**src/rtl/stack_or_queue_order_checker_top_macros.svh**
```systemverilog
// Assertion macros for the stack/queue order checker.
// Used by modules that include this header; expects clk and arst_n in scope.
`ifndef STACK_OR_QUEUE_ORDER_CHECKER_TOP_MACROS_SVH
`define STACK_OR_QUEUE_ORDER_CHECKER_TOP_MACROS_SVH

// Same-cycle implication, off during reset.
`define SOQOC_ASSERT_NOW(label, ante, cons, msg) \
	label: assert property (@(posedge clk) disable iff (!arst_n) (ante) |-> (cons)) \
		else $error(msg);

// Next-cycle implication, off during reset.
`define SOQOC_ASSERT_NEXT(label, ante, cons, msg) \
	label: assert property (@(posedge clk) disable iff (!arst_n) (ante) |=> (cons)) \
		else $error(msg);

`endif

```
**src/rtl/soqoc_pkg.sv**
```systemverilog
// Shared types, constants and helpers for the stack/queue order checker.
// No dependencies; used by soqoc_ctrl and stack_or_queue_order_checker_top.
`timescale 1ns / 1ps

package soqoc_pkg;

	localparam int DEPTH   = 2048;
	localparam int DATA_W  = 32;
	localparam int ADDR_W  = $clog2(DEPTH);
	localparam int COUNT_W = $clog2(DEPTH + 1);

	localparam logic CMD_PUSH = 1'b0;
	localparam logic CMD_POP  = 1'b1;

	typedef struct packed {
		logic                     cmd;
		logic signed [DATA_W-1:0] value;
		logic                     last;
	} cmd_item_t;

	typedef struct packed {
		logic fifo_consistent;
		logic lifo_consistent;
		logic trace_error;
		logic trace_done;
	} res_item_t;

	typedef struct packed {
		logic              we;
		logic [ADDR_W-1:0] wr_fifo_addr;
		logic [ADDR_W-1:0] wr_stack_addr;
		logic [DATA_W-1:0] wdata;
		logic              re;
		logic [ADDR_W-1:0] rd_fifo_addr;
		logic [ADDR_W-1:0] rd_stack_addr;
	} mem_req_t;

	function automatic logic [ADDR_W-1:0] next_pos(input logic [ADDR_W-1:0] p);
		return (p == ADDR_W'(DEPTH - 1)) ? '0 : ADDR_W'(p + 1'b1);
	endfunction

endpackage

```
**src/rtl/soqoc_ctrl.sv**
```systemverilog
// Sequencer for the order checker: positions, count, sticky flags, pop compare.
// Depends on soqoc_pkg and stack_or_queue_order_checker_top_macros.svh.
`timescale 1ns / 1ps
`include "stack_or_queue_order_checker_top_macros.svh"

module soqoc_ctrl (
	input  logic                          clk,
	input  logic                          arst_n,
	input  logic                          cmd_valid,
	output logic                          cmd_stall,
	input  soqoc_pkg::cmd_item_t          cmd_item,
	input  logic                          out_free,
	output logic                          res_valid,
	output soqoc_pkg::res_item_t          res,
	output soqoc_pkg::mem_req_t           mem_req,
	input  logic [soqoc_pkg::DATA_W-1:0]  fifo_rdata,
	input  logic [soqoc_pkg::DATA_W-1:0]  stack_rdata
);

	logic [soqoc_pkg::ADDR_W-1:0]  head_q;
	logic [soqoc_pkg::ADDR_W-1:0]  tail_q;
	logic [soqoc_pkg::COUNT_W-1:0] count_q;
	logic [soqoc_pkg::COUNT_W-1:0] stack_top;
	logic                          fifo_ok_q;
	logic                          lifo_ok_q;
	logic                          err_q;

	logic                          valid_s1;
	logic [soqoc_pkg::DATA_W-1:0]  value_s1;
	logic                          last_s1;

	logic accept;
	logic is_pop;
	logic empty;
	logic full;
	logic do_push;
	logic do_read;
	logic fok_n;
	logic lok_n;
	logic err_n;
	logic done_n;

	assign cmd_stall = valid_s1 || !out_free;
	assign accept    = cmd_valid && !cmd_stall;
	assign is_pop    = (cmd_item.cmd == soqoc_pkg::CMD_POP);
	assign empty     = (count_q == '0);
	assign full      = (count_q == soqoc_pkg::COUNT_W'(soqoc_pkg::DEPTH));
	assign do_push   = accept && !is_pop && !full;
	assign do_read   = accept && is_pop && !empty;
	assign stack_top = count_q - soqoc_pkg::COUNT_W'(1);

	always_comb begin
		mem_req.we            = do_push;
		mem_req.wr_fifo_addr  = tail_q;
		mem_req.wr_stack_addr = count_q[soqoc_pkg::ADDR_W-1:0];
		mem_req.wdata         = cmd_item.value;
		mem_req.re            = do_read;
		mem_req.rd_fifo_addr  = head_q;
		mem_req.rd_stack_addr = stack_top[soqoc_pkg::ADDR_W-1:0];
	end

	// Result either finishes a pending pop or comes straight from the accepted item.
	always_comb begin
		fok_n     = fifo_ok_q;
		lok_n     = lifo_ok_q;
		err_n     = err_q;
		done_n    = cmd_item.last;
		res_valid = 1'b0;
		if (valid_s1) begin
			res_valid = out_free;
			done_n    = last_s1;
			fok_n     = fifo_ok_q && (fifo_rdata == value_s1);
			lok_n     = lifo_ok_q && (stack_rdata == value_s1);
		end else if (accept && !do_read) begin
			res_valid = 1'b1;
			if (is_pop) begin
				fok_n = 1'b0;
				lok_n = 1'b0;
				err_n = 1'b1;
			end else begin
				err_n = err_q || full;
			end
		end
	end

	always_comb begin
		res.fifo_consistent = fok_n;
		res.lifo_consistent = lok_n;
		res.trace_error     = err_n;
		res.trace_done      = done_n;
	end

	always_ff @(posedge clk or negedge arst_n) begin
		if (!arst_n) begin
			head_q    <= '0;
			tail_q    <= '0;
			count_q   <= '0;
			fifo_ok_q <= 1'b1;
			lifo_ok_q <= 1'b1;
			err_q     <= 1'b0;
			valid_s1  <= 1'b0;
		end else begin
			if (do_push) begin
				tail_q  <= soqoc_pkg::next_pos(tail_q);
				count_q <= count_q + soqoc_pkg::COUNT_W'(1);
			end
			if (do_read) begin
				head_q   <= soqoc_pkg::next_pos(head_q);
				count_q  <= stack_top;
				valid_s1 <= 1'b1;
			end
			if (valid_s1 && out_free) begin
				valid_s1 <= 1'b0;
			end
			if (res_valid) begin
				fifo_ok_q <= fok_n;
				lifo_ok_q <= lok_n;
				err_q     <= err_n;
				// close the trace: drop everything after its last result
				if (done_n) begin
					head_q    <= '0;
					tail_q    <= '0;
					count_q   <= '0;
					fifo_ok_q <= 1'b1;
					lifo_ok_q <= 1'b1;
					err_q     <= 1'b0;
				end
			end
		end
	end

	// Hold the pop's observed value while the read is in flight.
	always_ff @(posedge clk) begin
		if (do_read) begin
			value_s1 <= cmd_item.value;
			last_s1  <= cmd_item.last;
		end
	end

	`SOQOC_ASSERT_NOW(a_count_range, 1'b1, count_q <= soqoc_pkg::COUNT_W'(soqoc_pkg::DEPTH), "entry count above depth")
	`SOQOC_ASSERT_NOW(a_no_write_on_read, mem_req.we, !mem_req.re, "write and read issued together")
	`SOQOC_ASSERT_NEXT(a_read_pends, do_read, valid_s1 && !accept, "pop read not pending next cycle")
	`SOQOC_ASSERT_NOW(a_res_room, res_valid, out_free, "result produced without output room")
	`SOQOC_ASSERT_NEXT(a_close_clears, res_valid && done_n, count_q == '0 && !err_q, "trace state not cleared")

endmodule

```
**config.mk**
```make
export PLATFORM = sky130hd
export DESIGN_NAME = soqoc_ctrl
export DESIGN_NICKNAME = d
export VERILOG_FILES = /design/src/rtl/soqoc_pkg.sv /design/src/rtl/soqoc_ctrl.sv
export VERILOG_INCLUDE_DIRS = /design/src /design/src/rtl
export SDC_FILE = /design/constraint.sdc
export NUM_CORES = 1
export LEC_CHECK = 0
export BUFFER_PORTS_ARGS = -buffer_cell sky130_fd_sc_hd__clkbuf_2
export CORE_MARGIN = 2
export CORE_UTILIZATION = 49
export DETAILED_ROUTE_END_ITERATION = 16
export PLACE_DENSITY_LB_ADDON = 0.12
export RECOVER_POWER = 50
export SYNTH_ARGS = -nofsm -noshare
export SYNTH_HDL_FRONTEND = slang
export SYNTH_SLANG_ARGS = --single-unit
```
**constraint.sdc**
```tcl
create_clock -name clk -period 3.3 [get_ports clk]
set_input_delay 0.165 -clock clk [delete_from_list [all_inputs] [get_ports clk]]
set_output_delay 0.165 -clock clk [all_outputs]
set_load 0.1 [all_outputs]
```
==> summary.txt <==
CTS Buffer Depth = 2
Lkg Pwr = 2.16 nW
Iteration-0 DRC Markers = 107
Critical path data arrival time = 2940 ps
Synth Cell Area = 4390 µm²
Synth Instances = 421
Routed WL = 10700 µm
Net switching fraction of the power = 60.3%
Reg2Reg Depth = 8
Leading area contributor after synthesis = edfxtp_1
CP peak stage delay = 580 ps
Initial antenna violation count = 0
Core box area = 8720 µm²
TNS Setup = 0 ps
WHS = 7.12 ps
Clk root buf = clkbuf_8
NetSw = 0.00294 W
DR pass1 iterations = 4
Num rows = 34
Slowest CP cell = or4b_1
Clock skew = 12.7 ps
Initial Util = 50.4%
Hold crit path type = input pin to flop
Routed vias = 3477
Diodes inserted = 0
Met2 Usage GRT = 34.9%
# IOs = 186
Largest net degree at the start of global routing = 48
Clk Latency, worst-skew pair = 340 ps
NumNets Final = 666
Worst setup margin = 197 ps
Grt peak-use layer = met2
Hold_buf cts = 0
Worst-margin pin slew = 2160 ps
Avg WL per Cell = 15.9 µm
First-pass GRT wire length = 17100 µm
CP Launch Type = flop
Hold Path Depth = 1
ANT nets after route = 0
Reg-to-reg endpoint = count_q[2]
Max_slew headroom = -43.8%
GRT Util Overall = 22.2%
Worst min-delay path endpoint = value_s1[18]
Setup slack after placement = 440 ps
Max Cap Viol = 1
Clock power frac = 13.6%
Remaining DRCs = 0
Tcrit/Tclk final = 94.0%
Worst Path Required = 3130 ps
Critical-path cell list = clkinvlp_4 -> ha_1 -> or4b_1 -> o311a_1 -> or2_0 -> inv_1 -> clkbuf_4
EDFF count, synth = 33
Overall die width = 98.7 µm
Asr flop ratio synth = 53.5%
Final hold vios = 0
GRT met3 Usage = 3.48%
Cell Count Post-Placement = 656
Setup bufs post-CTS = 0
FF-to-FF Start = count_q[0]
Final setup fails = 0
Flop-to-flop setup slack = 450 ps
Die height = 98.7 µm
Hold path startpoint = cmd_item[19]
Combinational Power Share = 59.9%
Clock sink total = 71
Crit Path Category = flop to output pin
Final non-filler cell total = 671
Final Power = 0.00487 W
Failing checks = capacitance limit, slew limit
Seq/Total Area, Yosys = 44.3%
Max-slew violations = 39
Via density per instance = 5.18
#FFs+latches synth = 71
GPL Wtd Cong = 0.813
Clock period minus worst slack = 3100 ps
Max VDD drop = 0.708 mV
Fmax = 322 MHz
Synth top area cells = edfxtp_1, dfrtp_1, xnor2_1, buf_4, xor2_1
Yosys warns = 0
Main flop type after synthesis = dfrtp_1
Post-synthesis cell type count = 48
Synth Area per Inst = 10.4 µm²
Hpwl dp = 8320 µm
Gr ovfl total = 0
Die area = 9740 µm²
Vias in the first global route = 3453
Layout area overhead = 17.8%
RSZ-0062 raised after global routing = false
Most frequent cells in the layout = clkbuf_2, clkbuf_1, xnor2_1
Routing usage on met1 = 31.8%
H-tree depth = 3
Leading cell type in the layout, fill and taps excluded = clkbuf_2
P_int = 0.00194 W
Seq pwr share = 26.5%
Reg clk slew, reported paths = 80 ps
Status = finished with violations
Layout cell share with drive strength beyond 1 = 24.9%
Port bufs = 185
PwrDens = 942 nW/µm²
Total CTS buffers = 9
Worst Path Max Fanout = 7
Post-synth top area share = 22.6%
Syn_nets = 528
CTS tree = built
CP Capture Type = output pin
==> through the flow <==
stage                     utilization, %  instance area (µm²)
after global routing                59.3                 5170
after floorplan                        -                 4430
after global placement              58.3                 5080
after CTS                           60.3                 5260
final                               59.3                 5170
after detailed placement            58.3                 5080
==> power by group through the flow <==
stage / sequential [W] / combinational [W] / clock, W
after floorplan: 0.00141 / 0.00249 / 0
after global placement: 0.00130 / 0.00291 / 0
after detailed placement: 0.00131 / 0.00294 / 0
after CTS: 0.00129 / 0.00294 / 0.000674
after global routing: 0.00132 / 0.00304 / 0.000706
final: 0.00129 / 0.00292 / 0.000664
==> cells by family after synthesis <==
family	share of synthesized area, %
XOR/XNOR	20.1
AND/OR/NAND/NOR	15.6
multiplexers	1.14
flip-flops	44.3
AO/OA/AOI/OAI	6.13
adder cells (fa/ha/maj)	1.42
buffers and inverters	11.3
==> critical path: cells and delay by family, from the launching register on <==
kind / cells / cell delay, ps
and+or+nand+nor: 2 / 950
buffers and inverters: 3 / 600
DFF: 1 / 470
AOI/OAI and AO/OA: 1 / 400
adders and majority gates: 1 / 170
==> worst max-delay path by stage <==
stage | start | end | cells past startpoint
2_1_floorplan | count_q[0] | mem_req[4] | 4
3_3_place_gp | count_q[0] | res_valid | 7
3_5_place_dp | count_q[0] | res_valid | 7
4_1_cts | count_q[0] | res_valid | 7
5_1_grt | count_q[0] | res_valid | 7
6_report | count_q[0] | res_valid | 7
==> flip-flops by register name, summed over array words and instances (netlist names) <==
| signal | cells |
|---|---|
| last_s1 | 1 |
| valid_s1 | 1 |
| count_q | 12 |
| tail_q | 11 |
| head_q | 11 |
| fifo_ok_q | 1 |
| lifo_ok_q | 1 |
| value_s1 | 32 |
| err_q | 1 |
==> final cells by class <==
cell class	count	area, µm²
Fill cell	801	3550
Multi-Input combinational cell	276	1980
Sequential cell	71	1940
Timing Repair Buffer	189	882
Tap cell	108	135
Clock buffer	10	128
Clock inverter	5	50.0
Inverter	12	48.8
==> cells in the mapped netlist, drive strengths merged (2+ instances only) <==
| master | instances |
|---|---|
| xnor2 | 75 |
| buf | 60 |
| nor2 | 39 |
| dfrtp | 36 |
| edfxtp | 33 |
| nand4 | 28 |
| xor2 | 26 |
| nand3 | 16 |
| inv | 12 |
| nand2 | 12 |
| nor3 | 10 |
| a21oi | 8 |
| o21ai | 8 |
| and3 | 6 |
| nor4 | 6 |
| ha | 5 |
| mux2i | 5 |
| a22oi | 3 |
| a211oi | 2 |
| a2bb2oi | 2 |
| a31oi | 2 |
| a41o | 2 |
| clkbuf | 2 |
| dfstp | 2 |
| nor3b | 2 |
| o22ai | 2 |
| o2bb2ai | 2 |
| or4 | 2 |
==> routing by layer <==
| layer | vias up | wire [µm] |
|---|---|---|
| li1 | 1699 | - |
| met1 | 1633 | 5070 |
| met2 | 124 | 4870 |
| met3 | 21 | 539 |
| met4 | 0 | 228 |
| met5 | - | 0 |
==> repair_timing <==
item                                   in CTS  in global routing
setup endpoints to repair                   0                  1
gates resized for setup                     0                  2
endpoints found under the hold margin       0                  0
(Power assumes the default switching activity.)
